## config.mk

```make
export PLATFORM = sky130hd
export DESIGN_NAME = date_difference_counter_core
export DESIGN_NICKNAME = d
export VERILOG_FILES = /design/src/rtl/core/ddc_pkg.sv /design/src/rtl/core/ddc_ctrl.sv /design/src/rtl/core/ddc_datapath.sv /design/src/rtl/core/date_difference_counter_core.sv
export SDC_FILE = /design/constraint.sdc
export NUM_CORES = 1
export LEC_CHECK = 0
export BUFFER_PORTS_ARGS = -buffer_cell sky130_fd_sc_hd__clkbuf_2
export CORE_UTILIZATION = 45
export DETAILED_ROUTE_END_ITERATION = 8
export GPL_TIMING_DRIVEN = 0
export PLACE_DENSITY_LB_ADDON = 0.12
export SLEW_MARGIN = 20
export SYNTH_ARGS = -nofsm -noshare
export SYNTH_HDL_FRONTEND = slang
export SYNTH_SLANG_ARGS = --single-unit
export TNS_END_PERCENT = 10
```

## constraint.sdc

```tcl
create_clock -name clk_i -period 9.65 [get_ports clk_i]
set_input_delay 1.4475 -clock clk_i [delete_from_list [all_inputs] [get_ports clk_i]]
set_output_delay 1.4475 -clock clk_i [all_outputs]
set_load 0.05 [all_outputs]
```

## src/rtl/core/ddc_pkg.sv

```systemverilog
// Shared types, constants and calendar functions for the date difference counter.
package ddc_pkg;

  localparam int unsigned YEAR_W  = 14;
  localparam int unsigned MONTH_W = 4;
  localparam int unsigned DAY_W   = 5;
  localparam int unsigned COUNT_W = 22;

  localparam logic [COUNT_W-1:0] COUNT_MAX = {COUNT_W{1'b1}};

  localparam logic [MONTH_W-1:0] MONTH_JAN = MONTH_W'(1);
  localparam logic [MONTH_W-1:0] MONTH_FEB = MONTH_W'(2);
  localparam logic [MONTH_W-1:0] MONTH_APR = MONTH_W'(4);
  localparam logic [MONTH_W-1:0] MONTH_JUN = MONTH_W'(6);
  localparam logic [MONTH_W-1:0] MONTH_SEP = MONTH_W'(9);
  localparam logic [MONTH_W-1:0] MONTH_NOV = MONTH_W'(11);
  localparam logic [MONTH_W-1:0] MONTH_DEC = MONTH_W'(12);

  localparam logic [DAY_W-1:0] DAY_FIRST = DAY_W'(1);
  localparam logic [DAY_W-1:0] DAYS_28   = DAY_W'(28);
  localparam logic [DAY_W-1:0] DAYS_29   = DAY_W'(29);
  localparam logic [DAY_W-1:0] DAYS_30   = DAY_W'(30);
  localparam logic [DAY_W-1:0] DAYS_31   = DAY_W'(31);

  // Reciprocal of 100 scaled by 2^21; exact quotient for every 14-bit year.
  localparam int unsigned RECIP_W     = 15;
  localparam int unsigned RECIP_SHIFT = 21;
  localparam int unsigned CENT_Q_W    = YEAR_W + RECIP_W - RECIP_SHIFT;
  localparam logic [RECIP_W-1:0] RECIP_100 = RECIP_W'(20972);

  typedef struct packed {
    logic load;
    logic fix;
    logic order;
    logic step;
  } ddc_cmd_t;

  typedef struct packed {
    logic equal;
    logic last;
  } ddc_status_t;

  // Gregorian leap rule: divisible by 400, or by 4 but not by 100.
  function automatic logic is_leap(input logic [YEAR_W-1:0] y);
    logic [YEAR_W+RECIP_W-1:0] prod;
    logic [CENT_Q_W-1:0]       q;
    logic [YEAR_W-1:0]         q100;
    logic                      cent;
    prod = YEAR_W'(y) * RECIP_100;
    q    = prod[RECIP_SHIFT +: CENT_Q_W];
    // q * 100 as 64q + 32q + 4q.
    q100 = YEAR_W'({q, 6'b0}) + YEAR_W'({q, 5'b0}) + YEAR_W'({q, 2'b0});
    cent = (q100 == y);
    // A century year is divisible by 400 exactly when it is also divisible by 16.
    return (y[1:0] == 2'b00) && (!cent || (y[3:0] == 4'b0000));
  endfunction

  function automatic logic [DAY_W-1:0] month_days(input logic [MONTH_W-1:0] m,
                                                  input logic leap);
    logic [DAY_W-1:0] len;
    case (m)
      MONTH_FEB: len = leap ? DAYS_29 : DAYS_28;
      MONTH_APR, MONTH_JUN, MONTH_SEP, MONTH_NOV: len = DAYS_30;
      default: len = DAYS_31;
    endcase
    return len;
  endfunction

endpackage

```

## src/rtl/core/ddc_ctrl.sv

```systemverilog
// Controller state machine for the date difference counter.
module ddc_ctrl
  import ddc_pkg::*;
(
  input  logic        clk_i,
  input  logic        rst_ni,
  input  logic        start_i,
  input  ddc_status_t status_i,
  output ddc_cmd_t    cmd_o,
  output logic        busy_o,
  output logic        done_o
);

  localparam logic [1:0] ST_IDLE  = 2'd0;
  localparam logic [1:0] ST_FIX   = 2'd1;
  localparam logic [1:0] ST_ORDER = 2'd2;
  localparam logic [1:0] ST_WALK  = 2'd3;

  logic [1:0] state_q, state_d;
  logic       done_q, done_d;

  always_comb begin
    state_d = state_q;
    done_d  = 1'b0;
    cmd_o   = '0;
    case (state_q)
      ST_IDLE: begin
        if (start_i) begin
          cmd_o.load = 1'b1;
          state_d    = ST_FIX;
        end
      end
      ST_FIX: begin
        cmd_o.fix = 1'b1;
        state_d   = ST_ORDER;
      end
      ST_ORDER: begin
        cmd_o.order = 1'b1;
        if (status_i.equal) begin
          done_d  = 1'b1;
          state_d = ST_IDLE;
        end else begin
          state_d = ST_WALK;
        end
      end
      ST_WALK: begin
        cmd_o.step = 1'b1;
        if (status_i.last) begin
          done_d  = 1'b1;
          state_d = ST_IDLE;
        end
      end
      default: begin
        state_d = ST_IDLE;
      end
    endcase
  end

  always_ff @(posedge clk_i or negedge rst_ni) begin
    if (!rst_ni) begin
      state_q <= ST_IDLE;
      done_q  <= 1'b0;
    end else begin
      state_q <= state_d;
      done_q  <= done_d;
    end
  end

  assign busy_o = (state_q != ST_IDLE);
  assign done_o = done_q;

endmodule

```

## src/rtl/core/ddc_datapath.sv

```systemverilog
// Datapath for the date difference counter: date correction, ordering and the day walk.
module ddc_datapath
  import ddc_pkg::*;
(
  input  logic               clk_i,
  input  ddc_cmd_t           cmd_i,
  input  logic [YEAR_W-1:0]  year_a_i,
  input  logic [MONTH_W-1:0] month_a_i,
  input  logic [DAY_W-1:0]   day_a_i,
  input  logic [YEAR_W-1:0]  year_b_i,
  input  logic [MONTH_W-1:0] month_b_i,
  input  logic [DAY_W-1:0]   day_b_i,
  output ddc_status_t        status_o,
  output logic [COUNT_W-1:0] day_count_o
);

  logic [YEAR_W-1:0]  ya_q, yb_q, walk_y_q, tgt_y_q;
  logic [MONTH_W-1:0] ma_q, mb_q, walk_m_q, tgt_m_q;
  logic [DAY_W-1:0]   da_q, db_q, walk_d_q, tgt_d_q;
  logic [COUNT_W-1:0] count_q;

  logic [YEAR_W-1:0]  next_y;
  logic [MONTH_W-1:0] next_m;
  logic [DAY_W-1:0]   next_d;
  logic [DAY_W-1:0]   len_a, len_b, len_walk;
  logic [COUNT_W-1:0] count_inc;
  logic               a_lt_b;

  function automatic logic [MONTH_W-1:0] clamp_month(input logic [MONTH_W-1:0] m);
    logic [MONTH_W-1:0] r;
    r = m;
    if (m < MONTH_JAN) r = MONTH_JAN;
    if (m > MONTH_DEC) r = MONTH_DEC;
    return r;
  endfunction

  function automatic logic [DAY_W-1:0] clamp_day(input logic [DAY_W-1:0] d,
                                                 input logic [DAY_W-1:0] len);
    logic [DAY_W-1:0] r;
    r = d;
    if (d < DAY_FIRST) r = DAY_FIRST;
    if (d > len) r = len;
    return r;
  endfunction

  assign len_a    = month_days(ma_q, is_leap(ya_q));
  assign len_b    = month_days(mb_q, is_leap(yb_q));
  assign len_walk = month_days(walk_m_q, is_leap(walk_y_q));

  // Dates are corrected before ordering, so a plain lexicographic compare works.
  assign a_lt_b = (ya_q < yb_q) ||
                  ((ya_q == yb_q) && ((ma_q < mb_q) || ((ma_q == mb_q) && (da_q < db_q))));

  always_comb begin
    next_y = walk_y_q;
    next_m = walk_m_q;
    next_d = walk_d_q + DAY_W'(1);
    if (walk_d_q >= len_walk) begin
      next_d = DAY_FIRST;
      if (walk_m_q == MONTH_DEC) begin
        next_m = MONTH_JAN;
        next_y = walk_y_q + YEAR_W'(1);
      end else begin
        next_m = walk_m_q + MONTH_W'(1);
      end
    end
  end

  assign count_inc = count_q + COUNT_W'(1);

  assign status_o.equal = (ya_q == yb_q) && (ma_q == mb_q) && (da_q == db_q);
  assign status_o.last  = ((next_y == tgt_y_q) && (next_m == tgt_m_q) && (next_d == tgt_d_q))
                          || (count_inc == COUNT_MAX);

  always_ff @(posedge clk_i) begin
    if (cmd_i.load) begin
      ya_q <= year_a_i;
      ma_q <= clamp_month(month_a_i);
      da_q <= day_a_i;
      yb_q <= year_b_i;
      mb_q <= clamp_month(month_b_i);
      db_q <= day_b_i;
    end
    if (cmd_i.fix) begin
      da_q <= clamp_day(da_q, len_a);
      db_q <= clamp_day(db_q, len_b);
    end
    if (cmd_i.order) begin
      if (a_lt_b) begin
        walk_y_q <= ya_q; walk_m_q <= ma_q; walk_d_q <= da_q;
        tgt_y_q  <= yb_q; tgt_m_q  <= mb_q; tgt_d_q  <= db_q;
      end else begin
        walk_y_q <= yb_q; walk_m_q <= mb_q; walk_d_q <= db_q;
        tgt_y_q  <= ya_q; tgt_m_q  <= ma_q; tgt_d_q  <= da_q;
      end
      // Inclusive count: both end days are counted.
      count_q <= status_o.equal ? '0 : COUNT_W'(1);
    end
    if (cmd_i.step) begin
      walk_y_q <= next_y;
      walk_m_q <= next_m;
      walk_d_q <= next_d;
      count_q  <= count_inc;
    end
  end

  assign day_count_o = count_q;

endmodule

```

## src/rtl/core/date_difference_counter_core.sv

```systemverilog
// Top level of the date difference counter: controller plus datapath.
//
// Usage: drive two Gregorian dates on year_a_i/month_a_i/day_a_i and
// year_b_i/month_b_i/day_b_i and raise start_i. The beat is taken at the
// rising edge where start_i is high and busy_o is low; the inputs need
// not be held after that edge. Months outside 1 to 12 and days outside
// the month are clamped to the nearest real date before the compare.
// The block then walks the earlier date forward one calendar day per
// clock, so the walk loop of the datapath sets the latency. The result
// beat on day_count_o is marked by done_o for exactly one cycle. For
// equal dates the walk is skipped and done_o carries zero. Otherwise
// it carries D + 1, where D is the distance in days. The walk stops
// early once the count saturates at its 22-bit maximum. busy_o is low
// during the done_o cycle, so the next beat can be taken then. The
// receiver cannot stall the block; it must take the result in the
// done_o cycle. Reset returns the controller to idle with no result pending.
module date_difference_counter_core
  import ddc_pkg::*;
(
  input  logic               clk_i,
  input  logic               rst_ni,
  input  logic               start_i,
  output logic               busy_o,
  input  logic [YEAR_W-1:0]  year_a_i,
  input  logic [MONTH_W-1:0] month_a_i,
  input  logic [DAY_W-1:0]   day_a_i,
  input  logic [YEAR_W-1:0]  year_b_i,
  input  logic [MONTH_W-1:0] month_b_i,
  input  logic [DAY_W-1:0]   day_b_i,
  output logic               done_o,
  output logic [COUNT_W-1:0] day_count_o
);

  // Commands go from the controller to the datapath; status comes back.
  ddc_cmd_t    cmd;
  ddc_status_t status;

  ddc_ctrl u_ctrl (
    .clk_i    (clk_i),
    .rst_ni   (rst_ni),
    .start_i  (start_i),
    .status_i (status),
    .cmd_o    (cmd),
    .busy_o   (busy_o),
    .done_o   (done_o)
  );

  // The datapath holds the corrected dates, the walking date and the count.
  ddc_datapath u_datapath (
    .clk_i       (clk_i),
    .cmd_i       (cmd),
    .year_a_i    (year_a_i),
    .month_a_i   (month_a_i),
    .day_a_i     (day_a_i),
    .year_b_i    (year_b_i),
    .month_b_i   (month_b_i),
    .day_b_i     (day_b_i),
    .status_o    (status),
    .day_count_o (day_count_o)
  );

endmodule

```

Word level (Yosys, flattened, before mapping)
Cells that the tools add are included.
- bits in registers: 117
- input bits: 49
- output and inout bits: 24
- word-level logic and storage cells: 159
- add/sub/neg operators: 10
- $mul: 3
- magnitude comparators: 12
- equality and inequality tests: 33
- muxes and demuxes: 48
- reduce and logical (&&, ||, !) cells: 36
- operators with widths (cell ; number):
    $mux W14 ; 6
    $mul A14 B13 Y27 const B ; 3
    $eq A14 B14 Y1 ; 5
    $mux W5 ; 13
    $mux W22 ; 2
    $add A14 B10 Y14 ; 3
    $add A14 B13 Y14 ; 3
    $mux W4 ; 8
    $pmux W5 S2 ; 3
    $eq A4 B4 Y1 const B ; 7
    $eq A4 B3 Y1 const B ; 6
    $add A22 B1 Y22 const B ; 1
    $eq A22 B22 Y1 const B ; 1
    $add A14 B1 Y14 const B ; 1
    $lt A14 B14 Y1 ; 1
    $eq A4 B2 Y1 const B ; 3
    $logic_not A4 Y1 ; 3
    $reduce_or A4 Y1 ; 3
    $mux W1 ; 11
    $eq A5 B5 Y1 ; 2
    $gt A5 B5 Y1 ; 2
    $lt A5 B1 Y1 const B ; 2
    $logic_and A1 B1 Y1 ; 9
    $eq A4 B4 Y1 ; 2
    other kinds (20) ; 42

Logic depth before layout (Yosys ltp)
Gate-level depths: netlist of run 1.
- word-level depth: 17
- mapped depth: 41
- mapped depth without buffers: 40

By module
Synthesis of run 1 repeated with hierarchy kept, for this count alone.
- cells, all modules: 1868
- area, all modules: 18761.7 µm²
- modules (own cells, without submodules) (module ; times used ; cells each ; area each (µm²) ; seq. area each (µm²)):
    ddc_datapath ; 1 ; 1849 ; 18592.8 ; 3423.3
    ddc_ctrl ; 1 ; 19 ; 168.9 ; 75.1

Worst setup path before layout of run 1
No wires, ideal clock.
- kind: flip-flop to flip-flop
- from: reg u_datapath.walk_y_q[8]
- to: reg u_ctrl.state_q[0]
- setup time: 0.132 ns
- data arrival time: 9.132 ns
- data required time: 9.518 ns
- slack: 0.386 ns
- stages on the path, launching flop included: 39
- path buffers: 0
- period minus slack after synthesis: 9.264 ns
- path through: edfxtp_1 fa_1 ha_1 fa_1 fa_1 inv_1 fa_1 inv_1 ha_1 a211oi_1 o211ai_1 a22oi_1 nand4_1 a31oi_1 a21oi_1 or2_2 xor2_1 inv_1 (+3 left out) a21o_1 a21o_1 a21o_1 a21oi_1 xnor2_1 nor4_1 o2111ai_1 o31a_1 ha_1 nand2b_1 a21oi_2 o21ai_0 a21o_1 a2111oi_2 nor4b_2 a41oi_1 mux2i_1 o22ai_1
- longest elaborated chain between the ends: 17
- elaborated cells between the ends (all ways): 23
- classes of those cells: 3 x add/sub; 1 x mul; 1 x order compare; 5 x eq/ne; 6 x mux; 7 x reduce/logical
- RTL lines (element ; RTL line ; source):
    start, declared ; ddc_datapath.sv:17 ; logic [YEAR_W-1:0] ya_q, yb_q, walk_y_q, tgt_y_q;
    start signal, assigned ; ddc_datapath.sv:90 ; walk_y_q <= ya_q; walk_m_q <= ma_q; walk_d_q <= da_q;
    start signal, assigned ; ddc_datapath.sv:93 ; walk_y_q <= yb_q; walk_m_q <= mb_q; walk_d_q <= db_q;
    start signal, assigned ; ddc_datapath.sv:100 ; walk_y_q <= next_y;
    $mul A14 B13 Y27 ; ddc_pkg.sv:49 ; prod = YEAR_W'(y) * RECIP_100;
    $add A14 B13 Y14 ; ddc_pkg.sv:52 ; q100 = YEAR_W'({q, 6'b0}) + YEAR_W'({q, 5'b0}) + YEAR_W'({q, 2'b0});
    $add A14 B10 Y14 ; ddc_pkg.sv:52 ;
    $eq A14 B14 Y1 ; ddc_pkg.sv:53 ; cent = (q100 == y);
    $logic_not A1 Y1 ; ddc_pkg.sv:55 ; return (y[1:0] == 2'b00) && (!cent || (y[3:0] == 4'b0000));
    $logic_or A1 B1 Y1 ; ddc_pkg.sv:55 ;
    $logic_and A1 B1 Y1 ; ddc_pkg.sv:55 ;
    $mux W1 ; ddc_pkg.sv:62 ; MONTH_FEB: len = leap ? DAYS_29 : DAYS_28;
    $pmux W5 S2 ; ddc_pkg.sv:61 ; case (m)
    $ge A5 B5 Y1 ; ddc_datapath.sv:58 ; if (walk_d_q >= len_walk) begin
    $mux W14 or $mux W4 (tied branches) ; ddc_datapath.sv:58 ;
    $eq A14 B14 Y1 or $eq A4 B4 Y1 (tied branches) ; ddc_datapath.sv:72 ; assign status_o.last = ((next_y == tgt_y_q) && (next_m == tgt_m_q) && (next_d == tgt_d_q))
    $logic_and A1 B1 Y1 ; ddc_datapath.sv:72 ;
    $logic_and A1 B1 Y1 * ; ddc_datapath.sv:72 ;
    $logic_or A1 B1 Y1 * ; ddc_datapath.sv:73 ; || (count_inc == COUNT_MAX);
    $ne A2 B2 Y1 (no source line) * ; - ;
    $reduce_and A2 Y1 (no source line) * ; - ;
    end signal, assigned ; ddc_ctrl.sv:64 ; state_q <= state_d;
    end, declared ; ddc_ctrl.sv:19 ; logic [1:0] state_q, state_d;
Every way passes the cells marked *; elsewhere a longest branch is shown, timed or not.
A chain may end at the register's enable or synchronous reset.

Worst setup path after layout of run 1
- from: reg u_datapath.walk_y_q[9]
- to: reg u_ctrl.state_q[0]
The elaborated chain is that of the path after synthesis.

==> summary.md, run 1 <==
| Metric | Value |
|---|---|
| Post-DP Area | `between 0.015 and 0.02 sq mm` |
| Total power | `a little under 3 mW` |
| ANT cells | `0` |
| Main synth FF type | `edfxtp_1` |
| Post-synthesis mux area share | `about 1.9%` |
| Ys Warns | `0` |
| CP max stage delay | `570 ps` |
| Mapped Area | `~0.019 sq mm` |
| Worst-Margin Slew | `about 870 ps` |
| DR pass1 iterations | `5` |
| I/O Pins | `73` |
| Synth cell types | `68` |
| Crit path launch type | `register` |
| Relative slew slack | `40.9%` |
| Buf/Inv on CP | `9` |
| Compound-Gate Fraction of Synth Area | `roughly 8%` |
| Core Footprint | `about 0.041 sq mm` |
| Leak pwr | `roughly 11 nW` |
| Asr flop ratio synth | `between 2 and 3%` |
| Layout Skew | `~28 ps` |
| Post-synth top area cell | `ha_1` |
| Synth top cells by count | `inv_1, ha_1, fa_1, edfxtp_1, xnor2_1` |
| Post-Synth Adder-Cell Area | `47.1%` |
| Skew-Pair Late Insertion Delay | `about 450 ps` |
| Type of destination of the critical path | `register` |
| Worst Path Max Fanout | `6` |
| Most common cell on crit path | `inv_1` |
| Post-Synth Simple-Gate Area | `8.22%` |
| Post-route cell area | `around 0.021 sq mm` |
| Max rail drop VDD | `roughly 0.18 mV` |
| Initial antenna violation count | `0` |
| Crit-path leading delay family | `adder cells` |
| Final setup viols | `0` |
| Top cell type's share of synthesized area | `25.1%` |
| Synth top area cells | `ha_1, fa_1, edfxtp_1` |
| CTS Root Cell | `clkbuf_16` |
| Fin. max-slew vios | `0` |
| Status | `complete, no violations` |
| H-Tree Depth | `4` |
| Dpl hpwl | `around 36000 um` |
| First-pass GRT wire length | `between 70000 and 80000 um` |
| Die H | `~200 um` |
| Number of synthesized flops with an enable pin | `approximately 110` |
| Post-route ant nets | `0` |
| Fmax achieved | `104 MHz` |
| RSZ-0062 raised after global routing | `true` |
| Vias in the first global route | `13901` |
| Share of post-route cells with drive strength above 1 | `roughly 15%` |
| CTS tree | `built` |
| Clk pin slew, worst setup/hold paths | `60 ps` |
| Crit-path slowest cell | `fa_1` |
| GR Util All Layers | `a little under a quarter` |
| Worst slack, placed | `-1150 ps` |
| Post-synthesis sequential element count | `approximately 120` |
| Fin util | `between 50 and 60%` |
| Final period util | `between 90% and 100%` |
| Worst path arrival time | `9880 ps` |
| CTS max path bufs | `2` |
| Cell with the most instances after synthesis | `inv_1` |
| Routability cong. | `around 0.90` |
| Power per cell area | `roughly 140 mW/mm^2` |
| Mapped Nets | `2486` |
| Final hold viol count | `0` |
| Largest net degree at the start of global routing | `46` |
| Via/cell ratio | `between 5 and 6` |
| Setup TNS | `0 ps` |
| Final Critical Period | `~9600 ps` |
| DRC | `0` |
| Final worst-path setup slack | `68.4 ps` |
| Nets | `2669` |
| DR WL/cell | `~17 um` |
| Vias | `between 10000 and 15000` |
| Core Rows | `74` |
| Routed WL | `45100 um` |
| Die W | `approximately 200 um` |
| Worst Path Class, Setup | `register to register` |
| CTS Buf Count | `17` |
| Largest family of logic cells by synthesized area | `adder cells` |
| Post-synthesis xor/xnor area fraction | `6.86%` |
| Critical path required time | `roughly 10000 ps` |
| Worst Hold Class | `register to register` |
| Syn avg cell area | `roughly 10 sq um` |
| Starting Density | `between 40% and 50%` |
| Clock sink count | `117` |
| Port Buffers | `72` |
| Max Cap Violations | `0` |
| Seq/Total Area, Yosys | `18.8%` |
| Post-Synthesis Cells | `between 1500 and 2000` |
| 1st-iter DRT viols | `~750` |
| GR Overflow Total | `0` |
| Total die area | `~0.042 sq mm` |
| Area growth syn-to-layout | `15.6%` |
==> worst reg2reg max path: cells and delay by family (launching register included) <==
kind / cells / cell delay, ps
fa+ha+maj: 9 / 3510
simple gates: 6 / 1470
flops: 1 / 380
buf+inv: 9 / 810
xor+xnor: 3 / 370
mux: 1 / 260
compound gates: 15 / 2660
==> area by class of cell <==
cell class | count | area, sq um
clock buffers | 17 | 425
clock inverters | 15 | 155
flip-flops and latches | 117 | 3500
fillers | 3773 | 19300
plain buffers | 26 | 125
multi-input cells | 1304 | 13900
inverters | 412 | 1550
repair buffers | 165 | 1140
well taps | 532 | 666
==> path summary, 6_finish.rpt <==
kind | startpoint | endpoint | slack [ps] | cells past startpoint
setup / recovery | u_datapath.walk_y_q[9] | u_ctrl.state_q[0] | 70 | 43
hold / removal | u_ctrl.state_q[1] | u_ctrl.state_q[1] | 630 | 2
setup reg to reg | u_datapath.walk_y_q[9] | u_ctrl.state_q[0] | 70 | 43
hold reg to reg | u_ctrl.state_q[1] | u_ctrl.state_q[1] | 630 | 2
max in group asynchronous | rst_ni | u_ctrl.done_o | 8740 | 1
min in group asynchronous | rst_ni | u_ctrl.state_q[0] | 800 | 1
==> metal layers <==
| layer | vias up | GRT usage [%] | share of wire (%) |
|---|---|---|---|
| met5 | - | 0 | 0 |
| met4 | 0 | 6.69 | 2.5 |
| met3 | 54 | 2.98 | 3.0 |
| met2 | 221 | 37.8 | 49 |
| met1 | 6554 | 30.2 | 46 |
| li1 | 6548 | - | - |
==> report_power, final <==
part	switching [mW]	total [mW]	leakage (nW)	internal (mW)
combinational	0.894	1.64	9.10	0.748
sequential	0.0468	0.644	1.16	0.597
clock	0.258	0.639	0.281	0.381
total	1.20	2.93	10.5	1.73
==> sequential cells by signal (all words and copies together), names as in the netlist, 4 cells and up <==
register	count
u_datapath.day_count_o	22
u_datapath.tgt_y_q	14
u_datapath.walk_y_q	14
u_datapath.ya_q	14
u_datapath.yb_q	14
u_datapath.da_q	5
u_datapath.db_q	5
u_datapath.tgt_d_q	5
u_datapath.walk_d_q	5
u_datapath.ma_q	4
u_datapath.mb_q	4
u_datapath.tgt_m_q	4
u_datapath.walk_m_q	4
==> metrics by stage <==
step	hold WS, ps	instances
final	633	2588
after global routing	678	2588
after CTS	646	2576
after detailed placement	634	2466
after global placement	616	2464
after floorplan	564	1860
==> cell families (layout without fill, tap and decap cells) <==
family,count (synthesis),after routing
buffers and inverters,439,635
adder cells (fa/ha/maj),577,577
AO/OA/AOI/OAI,242,242
multiplexers,34,34
AND/OR/NAND/NOR,310,310
flip-flops,117,117
XOR/XNOR,141,141
==> repair_timing <==
item                       in CTS  in global routing
buffers inserted               77                 13
setup endpoints to repair      33                 20
pin swaps                      18                 61
cloned                          1                  0
hold buffers                    0                  0
resized for setup              48                 57
==> cells in the final DEF, fill, tap and decap left out, types with 40 or more instances in the layout <==
cell type,count
a21oi_1,56
buf_4,85
clkbuf_2,72
edfxtp_1,114
fa_1,200
ha_1,357
inv_1,402
nand2_1,87
nor2_1,71
o21ai_0,64
xnor2_1,91
xor2_1,40
(Power assumes the default switching activity.)
==> run 2: changes to the inputs <==
--- a/config.mk
+++ b/config.mk
@@ -5,6 +5,7 @@
 export SDC_FILE = /design/constraint.sdc
 export NUM_CORES = 1
 export LEC_CHECK = 0
+export ABC_AREA = 1
 export BUFFER_PORTS_ARGS = -buffer_cell sky130_fd_sc_hd__clkbuf_2
 export CORE_UTILIZATION = 45
 export DETAILED_ROUTE_END_ITERATION = 8
==> run 2 against run 1 <==
Die area is 5.7% higher. Non-clock buffer count is 50 lower. Critical endpoint is now u_ctrl.state_q[1]. Clock-buffer cell count is 1 higher. Critical path type unchanged.
==> summary.md, run 2 <==
| Metric | Value |
|---|---|
| Core Rows | `between 70 and 80` |
| Die H | `roughly 210 um` |
| Type of destination of the critical path | `register` |
| Largest net degree at the start of global routing | `46` |
| Worst Setup SP | `u_datapath.walk_y_q[10]` |
| Mapped Area | `0.0197 sq mm` |
| Crit-path slowest cell | `edfxtp_1` |
| DR pass1 iterations | `5` |
| H-Tree Depth | `4` |
| Mapped Nets | `~3000` |
| Seq/Total Area, Yosys | `around 18%` |
| Worst Hold Class | `register to register` |
| Worst Setup EP | `u_ctrl.state_q[1]` |
| Fin. max-slew vios | `0` |
| Fmax achieved | `between 100 and 150 MHz` |
| CTS max path bufs | `2` |
| 1st-iter DRT viols | `~760` |
| Share of post-route cells with drive strength above 1 | `a little under a tenth` |
| Starting Density | `between 40 and 50%` |
| Most common cell on crit path | `inv_1` |
| Largest register FFs | `22` |
| Post-DP Area | `0.0208 sq mm` |
| Max Cap Violations | `0` |
| Area growth syn-to-layout | `11.4%` |
| Hold Path Depth | `2` |
| CTS Buf Count | `17` |
| Asr flop ratio synth | `approximately 2.6%` |
| Relative slew slack | `27.6%` |
| GR Util All Layers | `a little under a quarter` |
| CP max stage delay | `approximately 530 ps` |
| Worst-Margin Slew | `1070 ps` |
| Routability cong. | `roughly 0.86` |
| Vias | `between 15000 and 20000` |
| GR Overflow Total | `0` |
| Number of fillers in the final layout | `roughly 4200` |
| Post-Synthesis Cells | `roughly 2300` |
| Post-synthesis sequential element count | `117` |
| DR WL/cell | `about 16 um` |
| Footprint of the multi-input gates | `approximately 0.014 sq mm` |
| Fin util | `50.8%` |
| Post-Place Cells | `2987` |
| Fin cells | `3060` |
| FF-to-FF Start | `u_datapath.walk_y_q[10]` |
| Worst Path Max Fanout | `10` |
| Synth top cells by count | `inv_1, nand2_1, ha_1, fa_1, edfxtp_1` |
| Ys Warns | `0` |
| Number of synthesized flops with an enable pin | `114` |
| Main synth FF type | `edfxtp_1` |
| Skew-Pair Late Insertion Delay | `approximately 450 ps` |
| Crit path launch type | `register` |
| Final hold viol count | `0` |
| Post-route cell area | `approximately 0.022 sq mm` |
| Register area | `between 0.003 and 0.004 sq mm` |
| Most frequent cells in the layout | `inv_1, nand2_1, ha_1, fa_1, edfxtp_1` |
| Layout Skew | `between 10 and 15 ps` |
| Buf/Inv on CP | `10` |
| Post-route ant nets | `0` |
| Worst reg2reg path depth | `53` |
| DRC | `0` |
| CTS Hold Bufs | `0` |
| R2R Setup Slk | `510 ps` |
| Status | `complete, no violations` |
| R2R Path End | `u_ctrl.state_q[1]` |
| Worst path arrival time | `roughly 9500 ps` |
| CTS tree | `built` |
| Die W | `211 um` |
| Critical path required time | `between 9000 and 10000 ps` |
| Top cell type's share of synthesized area | `23.7%` |
| Via/cell ratio | `approximately 5` |
| Total die area | `between 0.04 and 0.05 sq mm` |
| Port Buffers | `between 70 and 80` |
| Vias in the first global route | `15806` |
| ANT cells | `0` |
| Setup TNS | `0 ps` |
| Syn avg cell area | `8.45 sq um` |
| Core Footprint | `between 0.04 and 0.05 sq mm` |
| Crit-path leading delay family | `adder cells` |
| I/O Pins | `73` |
| Cell with the most instances after synthesis | `inv_1` |
| First-pass GRT wire length | `~80000 um` |
| Worst Path Class, Setup | `register to register` |
| Most common cell after layout, fill and taps aside | `inv_1` |
| Number of cells on the critical path | `53` |
| Initial antenna violation count | `0` |
| Routed WL | `~48000 um` |
| Final period util | `roughly 95%` |
| Post-synth top area cell | `ha_1` |
| Clock sink count | `117` |
| Synth cell types | `52` |
| CTS Root Cell | `clkbuf_16` |
| Dpl hpwl | `roughly 40000 um` |
| Synth top area cells | `ha_1, fa_1, edfxtp_1` |
| Final Critical Period | `around 9100 ps` |
| Nets | `about 3000` |
| Final setup viols | `0` |
| Clk pin slew, worst setup/hold paths | `~60 ps` |
==> run 2: cell count changes in the layout (fill, tap and decap cells not counted), sizes merged, moves of 8 or more <==
cell,before,now
mux2,8,0
buf,102,54
xnor2,95,26
a21oi,68,84
o21ai,72,110
mux2i,26,1
nor2b,13,0
nand4,23,38
nand2,89,452
a21o,25,4
nand3,35,106
nor2,75,116
nand3b,0,12
inv,415,551
==> run 2: cell families (layout without fill, tap and decap cells) <==
logic type                 Yosys count  count (layout)  share of synthesized area, %
muxes                                1               1                        0.0509
buffers and inverters              574             722                          11.2
and+or+nand+nor                    757             757                          16.9
xor gates and xnor gates            71              71                          3.23
DFF                                117             117                          17.8
AOI/OAI and AO/OA                  230             230                          6.33
adders and majority gates          577             577                          44.5
==> run 2: metrics by stage <==
| stage | hold WS, ps | setup slack, ps |
|---|---|---|
| floorplan | 549 | 1540 |
| global placement | 626 | -108 |
| detailed placement | 645 | -212 |
| CTS | 657 | 33.2 |
| global route | 678 | -50.5 |
| finish | 653 | 505 |
==> run 2: repair_timing <==
| item | 4_1_cts | 5_1_grt |
|---|---|---|
| endpoints found under the setup margin | 3 | 3 |
| pin swaps | 0 | 16 |
| buffers inserted | 21 | 20 |
| resized for setup | 0 | 40 |
==> run 2: area by class of cell <==
class	count	share of cell area [%]
clock buffer	18	1.96
multi-input combinational	1636	64.6
timing repair buffer	116	3.36
clock inverter	14	0.657
buffer	25	0.674
sequential	117	16.0
tap	585	3.34
inverter	549	9.44
==> run 2: how the worst min path moves through the flow <==
stage | from | end
after floorplan | u_datapath.mb_q[1] | u_datapath.tgt_m_q[1]
after global placement | u_ctrl.state_q[0] | u_ctrl.state_q[1]
after detailed placement | u_ctrl.state_q[0] | u_ctrl.state_q[0]
after CTS | u_ctrl.state_q[0] | u_ctrl.state_q[0]
after global routing | u_datapath.db_q[3] | u_datapath.tgt_d_q[3]
final | u_datapath.db_q[3] | u_datapath.tgt_d_q[3]
==> run 2: per-layer routing <==
metal / routed length [um] / global-route usage, %
met4: 846 / 5.97
met1: 21800 / 29.5
met2: 23400 / 39.9
met3: 1660 / 3.14
met5: 0 / 0
==> run 2: worst min-delay path: cells and delay by family (launching register included) <==
| kind | cells | cell delay, ps |
|---|---|---|
| flip-flops | 1 | 410 |
| AND/OR/NAND/NOR | 1 | 70 |
| AO/OA/AOI/OAI | 1 | 70 |
Power of run 2 is left out: the tool's default activity adds up to more than one toggle a clock period on the data nets, which glitch-free logic cannot reach.
